## src/rwtc_pkg.sv

```systemverilog
// Package for the raycast wall texture column unit.
// Holds shared constants, the field types and the queue entry type.
// No dependencies.
`default_nettype none
package rwtc_pkg;
  localparam int TEX_SIZE_DEF = 64;
  localparam logic [12:0] SCREEN_HEIGHT_RST = 13'd1080;
  localparam logic CMD_LOAD = 1'b0;
  localparam logic CMD_STEP = 1'b1;

  typedef struct packed {
    logic        command;
    logic [11:0] column_x;
    logic        hit_side;
    logic [25:0] pos_x;
    logic [25:0] pos_y;
    logic [25:0] wall_distance;
    logic signed [17:0] dir_x;
    logic signed [17:0] dir_y;
    logic [11:0] span_start;
    logic [12:0] span_end;
    logic [15:0] line_height;
  } item_t;

  typedef enum logic [2:0] {
    ST_IDLE, ST_MUL, ST_FRAC, ST_DIV, ST_BASE, ST_POS
  } load_state_t;
endpackage
`default_nettype wire

```

## src/rwtc_front.sv

```systemverilog
// Front part: accepts items and holds them in a two entry queue.
// Depends on rwtc_pkg.
`default_nettype none
module rwtc_front (
  input  wire logic           clk,
  input  wire logic           rst,
  input  wire logic           in_valid,
  output logic                in_ready,
  input  wire rwtc_pkg::item_t in_item,
  output logic                q_valid,
  input  wire logic           q_ready,
  output rwtc_pkg::item_t     q_item
);
  import rwtc_pkg::*;
  item_t entry [2];
  logic rd_ptr, wr_ptr;
  logic [1:0] count;
  logic push, pop;

  assign in_ready = (count != 2'd2);
  assign q_valid = (count != 2'd0);
  assign q_item = entry[rd_ptr];
  assign push = in_valid && in_ready;
  assign pop = q_valid && q_ready;

  always_ff @(posedge clk) begin
    if (rst) begin
      rd_ptr <= 1'b0;
      wr_ptr <= 1'b0;
      count <= 2'd0;
    end else begin
      if (push) wr_ptr <= ~wr_ptr;
      if (pop) rd_ptr <= ~rd_ptr;
      count <= count + {1'b0, push} - {1'b0, pop};
    end
  end

  always_ff @(posedge clk) begin
    if (push) entry[wr_ptr] <= in_item;
  end
endmodule
`default_nettype wire

```

## src/rwtc_back.sv

```systemverilog
// Back part: column load sequencer with serial divider, and pixel stepper.
// Depends on rwtc_pkg.
`default_nettype none
module rwtc_back #(
  parameter int TEX_SIZE = rwtc_pkg::TEX_SIZE_DEF
) (
  input  wire logic            clk,
  input  wire logic            rst,
  input  wire logic [12:0]     screen_height,
  input  wire logic            q_valid,
  output logic                 q_ready,
  input  wire rwtc_pkg::item_t q_item,
  output logic                 out_valid,
  input  wire logic            out_ready,
  output logic [38:0]          out_data
);
  import rwtc_pkg::*;
  localparam logic [31:0] TEX_MASK = 32'(TEX_SIZE - 1);
  localparam logic [32:0] DIVIDEND = 33'(TEX_SIZE) << 16;

  load_state_t state, state_next;
  logic active;
  logic [11:0] cur_column, cur_row;
  logic [12:0] end_row;
  logic [5:0] tex_col;
  logic [2:0] face_sel;
  logic [31:0] tex_pos, tex_step;

  item_t ld;
  logic [31:0] prod;
  logic [15:0] frac;
  logic [15:0] rem;
  logic [16:0] div_sh;
  logic [32:0] quo;
  logic [5:0] div_cnt;
  logic [31:0] base;

  logic out_free, is_step, is_load, do_step, emit, is_last;
  logic [12:0] nxt;
  logic [31:0] col_w, col_f;

  assign out_free = !out_valid || out_ready;
  assign is_step = q_valid && q_item.command == CMD_STEP && state == ST_IDLE;
  assign is_load = q_valid && q_item.command == CMD_LOAD && state == ST_IDLE;
  assign q_ready = (state == ST_IDLE) && (q_item.command == CMD_LOAD || out_free);
  assign do_step = is_step && out_free && active && ({1'b0, cur_row} < end_row);
  assign nxt = {1'b0, cur_row} + 13'd1;
  assign is_last = nxt >= end_row;
  assign emit = do_step && face_sel[2];
  assign div_sh = {rem, quo[32]};

  always_comb begin
    state_next = state;
    unique case (state)
      ST_IDLE: if (is_load) state_next = ST_MUL;
      ST_MUL:  state_next = ST_FRAC;
      ST_FRAC: state_next = ST_DIV;
      ST_DIV:  if (div_cnt == 6'd0) state_next = ST_BASE;
      ST_BASE: state_next = ST_POS;
      ST_POS:  state_next = ST_IDLE;
      default: state_next = ST_IDLE;
    endcase
  end

  always_comb begin
    col_w = (32'(frac) * 32'(TEX_SIZE)) >> 16;
    col_f = col_w;
    if ((ld.hit_side && ld.dir_y > 0) || (!ld.hit_side && ld.dir_x < 0))
      col_f = 32'(TEX_SIZE - 1) - col_w;
  end

  always_ff @(posedge clk) begin
    if (rst) begin
      state <= ST_IDLE;
      active <= 1'b0;
      cur_column <= '0;
      cur_row <= '0;
      end_row <= '0;
      tex_col <= '0;
      face_sel <= '0;
      tex_pos <= '0;
      tex_step <= '0;
      out_valid <= 1'b0;
    end else begin
      state <= state_next;
      if (out_ready) out_valid <= 1'b0;
      if (emit) begin
        out_valid <= 1'b1;
        out_data <= {is_last, face_sel[1:0],
                     6'((tex_pos >> 16) & TEX_MASK), tex_col, cur_row, cur_column};
      end
      if (do_step) begin
        tex_pos <= tex_pos + tex_step;
        cur_row <= nxt[11:0];
        if (is_last) active <= 1'b0;
      end
      unique case (state)
        ST_IDLE: if (is_load) begin
          ld <= q_item;
          active <= 1'b0;
        end
        ST_MUL: begin
          if (ld.hit_side == 1'b0)
            prod <= 32'(signed'({1'b0, ld.wall_distance})) * 32'(ld.dir_y);
          else
            prod <= 32'(signed'({1'b0, ld.wall_distance})) * 32'(ld.dir_x);
          rem <= '0;
          quo <= DIVIDEND;
          div_cnt <= 6'd33;
        end
        ST_FRAC: begin
          frac <= ld.hit_side ? 16'(({ld.pos_x[15:0], 16'd0} + prod) >> 16)
                              : 16'(({ld.pos_y[15:0], 16'd0} + prod) >> 16);
          if (ld.line_height == 16'd0) ld.line_height <= 16'd1;
        end
        ST_DIV: begin
          if (div_cnt != 6'd0) begin
            if (div_sh >= {1'b0, ld.line_height}) begin
              rem <= 16'(div_sh - {1'b0, ld.line_height});
              quo <= {quo[31:0], 1'b1};
            end else begin
              rem <= div_sh[15:0];
              quo <= {quo[31:0], 1'b0};
            end
            div_cnt <= div_cnt - 6'd1;
          end
          tex_col <= 6'(col_f);
        end
        ST_BASE: begin
          tex_step <= quo[31:0];
          base <= 32'(ld.span_start) - 32'(screen_height[12:1])
                  + 32'(ld.line_height[15:1]);
        end
        ST_POS: begin
          tex_pos <= 32'(base * tex_step);
          if (ld.hit_side == 1'b0)
            face_sel <= (ld.dir_x > 0) ? 3'd4 : ((ld.dir_x < 0) ? 3'd5 : 3'd0);
          else
            face_sel <= (ld.dir_y < 0) ? 3'd6 : ((ld.dir_y > 0) ? 3'd7 : 3'd0);
          cur_column <= ld.column_x;
          cur_row <= ld.span_start;
          end_row <= ld.span_end;
          active <= {1'b0, ld.span_start} < ld.span_end;
        end
        default: ;
      endcase
    end
  end
endmodule
`default_nettype wire

```

## src/raycast_wall_texture_column_unit.sv

```systemverilog
// Raycast wall texture column unit: a load command computes the column
// texture setup; step commands emit at most one textured pixel each.
// Channels: s_axis (commands) -> two entry queue -> back part -> m_axis.
// s_axis_tuser is the command, s_axis_tdata the packed load fields;
// m_axis_tdata the pixel, with last on m_axis_tlast. cfg_we/cfg_data
// write screen_height.
// A step's pixel is registered, valid the cycle after it leaves the queue.
// Throughput: one step per cycle unless m_axis stalls; a load holds the
// back part busy for its 33 step serial TEX_SIZE / line_height divide.
// Reset clears all column state; screen_height returns to 1080.
// When m_axis stalls, steps wait in the queue and s_axis_tready drops
// once it is full.
`default_nettype none
module raycast_wall_texture_column_unit #(
  parameter int TEX_SIZE = rwtc_pkg::TEX_SIZE_DEF
) (
  input  wire logic         clk,
  input  wire logic         rst,
  input  wire logic         cfg_we,
  input  wire logic [12:0]  cfg_data,
  input  wire logic         s_axis_tvalid,
  output logic              s_axis_tready,
  // command
  input  wire logic         s_axis_tuser,
  // column_x, hit_side, pos_x, pos_y, wall_distance, dir_x, dir_y,
  // span_start, span_end, line_height (low to high)
  input  wire logic [167:0] s_axis_tdata,
  output logic              m_axis_tvalid,
  input  wire logic         m_axis_tready,
  // screen_x, screen_y, texel_column, texel_row, face (low to high), zeros
  output logic [39:0]       m_axis_tdata,
  output logic              m_axis_tlast
);
  import rwtc_pkg::*;
  logic [12:0] screen_height;
  item_t in_item, q_item;
  logic q_valid, q_ready;
  logic [38:0] out_data;

  always_ff @(posedge clk) begin
    if (rst) screen_height <= SCREEN_HEIGHT_RST;
    else if (cfg_we) screen_height <= cfg_data;
  end

  assign in_item.command       = s_axis_tuser;
  assign in_item.column_x      = s_axis_tdata[11:0];
  assign in_item.hit_side      = s_axis_tdata[12];
  assign in_item.pos_x         = s_axis_tdata[38:13];
  assign in_item.pos_y         = s_axis_tdata[64:39];
  assign in_item.wall_distance = s_axis_tdata[90:65];
  assign in_item.dir_x         = s_axis_tdata[108:91];
  assign in_item.dir_y         = s_axis_tdata[126:109];
  assign in_item.span_start    = s_axis_tdata[138:127];
  assign in_item.span_end      = s_axis_tdata[151:139];
  assign in_item.line_height   = s_axis_tdata[167:152];

  rwtc_front u_front (
    .clk, .rst,
    .in_valid(s_axis_tvalid), .in_ready(s_axis_tready), .in_item,
    .q_valid, .q_ready, .q_item
  );

  rwtc_back #(.TEX_SIZE(TEX_SIZE)) u_back (
    .clk, .rst, .screen_height,
    .q_valid, .q_ready, .q_item,
    .out_valid(m_axis_tvalid), .out_ready(m_axis_tready), .out_data
  );

  assign m_axis_tdata = {2'b00, out_data[37:0]};
  assign m_axis_tlast = out_data[38];
endmodule
`default_nettype wire

```

## config.mk

```make
export PLATFORM = sky130hd
export DESIGN_NAME = raycast_wall_texture_column_unit
export DESIGN_NICKNAME = d
export VERILOG_FILES = /design/src/rwtc_pkg.sv /design/src/rwtc_front.sv /design/src/rwtc_back.sv /design/src/raycast_wall_texture_column_unit.sv
export SDC_FILE = /design/constraint.sdc
export NUM_CORES = 2
export LEC_CHECK = 0
export BUFFER_PORTS_ARGS = -buffer_cell sky130_fd_sc_hd__buf_2
export CELL_PAD_IN_SITES_DETAIL_PLACEMENT = 1
export CELL_PAD_IN_SITES_GLOBAL_PLACEMENT = 1
export CORE_MARGIN = 3
export CORE_UTILIZATION = 47
export DETAILED_ROUTE_END_ITERATION = 7
export PLACE_DENSITY_LB_ADDON = 0.15
export SETUP_SLACK_MARGIN = 0.4
export SLEW_MARGIN = 30
export SYNTH_ARGS = -nofsm -noshare
export SYNTH_HDL_FRONTEND = slang
export SYNTH_SLANG_ARGS = --single-unit
```

## constraint.sdc

```tcl
create_clock -name clk -period 13.8 [get_ports clk]
set_clock_uncertainty 0.2 [all_clocks]
set_input_delay 2.76 -clock clk [delete_from_list [all_inputs] [get_ports clk]]
set_output_delay 2.76 -clock clk [all_outputs]
set_load 0.02 [all_outputs]
```

==> run metrics <==
synthesized flop and latch total=between 600 and 700; count of cells resized by post-cts repair=0; Clock Latency Late Sink=around 0.67 ns; cell chosen for the clock root=clkbuf_16; antenna violations before repair=10; CP endpoint kind=register; detailed placement HPWL=118000 µm; Tcrit/Tclk final=57.3%; result of the run=finished clean; area of the placeable core=127000 µm²; final instance area=65900 µm²; share of post-route cells with drive strength above 1=10.3%; TritonCTS clock tree=done; RSZ-0062 raised after global routing=false; FFs w/ async S/R, synth=0%; origin of the worst min-delay path=u_back.tex_col[5]$_SDFFE_PP0P_; transition time of the tightest slew-check pin=1.06 ns; Port Buf Inserts=206; Post-Syn Area per Cell=10.6 µm²; number of endpoints failing setup at the final stage=0; number of post-CTS setup repair buffers=0; Setup TNS=0 ns; cell count after synthesis=5679; netlist area before placement=between 60000 and 70000 µm²; post-detailed-route count of antenna-violating nets=0; Required @ worst endpoint=between 10 and 15 ns; startpoint of the lowest-slack register-to-register path=u_back.base[5]$_DFFE_PP_; commonest cells after routing, fill and taps aside=1064 x inv_1, 839 x nand2_1, 818 x fa_1; top_reg_cell synth=edfxtp_1; CP Max Fanout=17; post-synthesis cell type count=86; number of DRC markers after the initial detailed-route iteration=1939; number of cells in the finished layout apart from fillers=7505; sequential cell area fraction in the yosys report=32.8%; H-tree lvl count=3; clock-pin slew on the worst setup and hold paths=0.06 ns; number of buffers created by CTS=78; Die ar.=133000 µm²; final-stage net count=slightly above 7000; FF-to-FF setup slack=5.90 ns; endpoint with the worst hold slack=u_back.out_data[29]$_DFFE_PP_; relative area change from synthesis to final layout=9.13%; largest buffer count on any clock path=3; hold buffer count at CTS=0; critical path start-end classification=reg2reg; R2R cell count=23; remaining global-route overflow=0; via count=40000; CP arrival=just over 8 ns; maximum operating frequency=127 MHz; floorplan die height=approximately 360 µm; final period demand of the worst path=7.90 ns; largest net degree at the start of global routing=72; wire length of the first global-routing pass=about 260000 µm; Die W=approximately 360 µm; standard-cell rows=130; count of final hold-check violations=0; mean routed wirelength per cell=21.8 µm; EDFF count, synth=584; area of placed instances=63200 µm²; DRC=0; count of boundary I/O pins=230; startpoint kind of the worst setup timing path=register; aggregate global-route resource usage=25.6%; Total Routed Length=164000 µm; worst rel slew slack=29.1%; Placed Cells=7349; drt pass-1 iters=7; Hold WC Path Type=reg2reg; clock tree sinks=696; detailed-route vias per instance=between 5 and 6; initial standard-cell utilization of the core=47.7%; count of synthesis-stage warnings from yosys=0; endpoint of the worst register-to-register path=u_back.tex_pos[19]$_SDFFE_PP0P_; number of pins with negative max-slew slack in the final report=0; count of cells along the worst hold path=0; routability cong.=~0.8; number of maximum-capacitance violations=0; vias in the first global route=between 40000 and 50000; leading cell type in the layout, fill and taps excluded=inv_1
-- layer usage --
| layer | GRT usage [%] | up-vias | share of wire, % |
|---|---|---|---|
| met4 | 8.06 | 0 | 3.1 |
| met3 | 2.69 | 234 | 3.6 |
| li1 | - | 18000 | - |
| met1 | 32.8 | 21000 | 42 |
| met2 | 45.4 | 773 | 51 |
| met5 | 0 | - | 0 |
-- worst max path at each step --
stage               depth (start not counted)  slack (ns)                     start                         endpoint
floorplan                                   3        0.71                       rst         u_back.ld[100]$_DFFE_PP_
global placement                           25        6.15   u_back.ld[89]$_DFFE_PP_        u_back.prod[31]$_DFFE_PP_
detailed placement                         23        6.06  u_back.base[6]$_DFFE_PP_  u_back.tex_pos[19]$_SDFFE_PP0P_
CTS                                        23        5.90  u_back.base[6]$_DFFE_PP_  u_back.tex_pos[19]$_SDFFE_PP0P_
global route                               23        5.61  u_back.base[5]$_DFFE_PP_  u_back.tex_pos[19]$_SDFFE_PP0P_
finish                                     23        5.90  u_back.base[5]$_DFFE_PP_  u_back.tex_pos[19]$_SDFFE_PP0P_
-- area by class of cell --
type	instances	area (µm²)
fillers	13800	60700
multi-input cells	3643	35600
flip-flops and latches	696	19800
inverters	1066	4000
clock buffers	106	2090
well taps	1650	2060
repair buffers	300	1820
clock inverters	38	490
diodes	6	15.0
-- state kept, by name, indices dropped and copies added (netlist names), 12 cells and up, named ones only --
register	cells
u_front.entry	298
u_back.cur_row	12
u_back.rem	16
screen_height	12
u_back.tex_step	22
u_back.cur_column	12
u_back.prod	16
u_back.tex_pos	22
u_back.end_row	13
u_back.ld	148
u_back.base	22
u_back.out_data	39
u_back.quo	33
-- synthesized netlist by cell type (all sizes together) (38+ instances only) --
cell    count  area (µm²)
nor2      175         659
edfxtp    584       17500
nor3       38         190
xor2       69         604
and2      407        2550
mux2i      39         390
o21ai      63         327
nand2     839        3150
a21oi     141         717
inv      1065        4000
fa        818       16400
ha        386        4830
mux2      151        1700
xnor2     149        1310
dfxtp     112        2240
clkbuf    258         968
-- cells by family (layout without fill, tap and decap cells) --
kind of cell    count (synthesis)  after routing  synth area share [%]
flops                         696            696                  32.8
xor+xnor                      218            218                  3.16
buf+inv                      1341           1510                  8.37
other cells                     1              8               0.00621
fa+ha+maj                    1204           1204                  35.1
simple gates                 1626           1626                  12.6
mux                           190            190                  3.47
compound gates                403            403                  4.53
-- worst max-delay path, stage by stage, from the launching register on --
cell,delay (ns)
edfxtp_1,1.05
and2_1,0.26
fa_1,0.41
inv_1,0.08
fa_1,0.43
fa_1,0.49
inv_1,0.05
fa_1,0.47
ha_1,0.29
ha_1,0.29
inv_1,0.05
fa_1,0.50
inv_1,0.07
fa_1,0.44
ha_1,0.33
o21a_1,0.11
o21ai_0,0.15
a21oi_1,0.08
o311ai_0,0.65
a21oi_1,0.20
a41oi_1,0.33
nand2b_1,0.10
xnor2_1,0.20
a2111oi_0,0.51
-- stage by stage --
step                utilization, %  hold slack, ns  worst slack, ns
finish                        52.1           0.232             5.90
global route                  52.1           0.242             5.61
CTS                           52.0           0.230             5.90
detailed placement            49.9           0.218             6.06
global placement              49.9           0.213             6.15
floorplan                        -           0.208            0.707
Power is not shown: default switching activity piles up to over one toggle a cycle in this logic, so the estimate is an artifact.
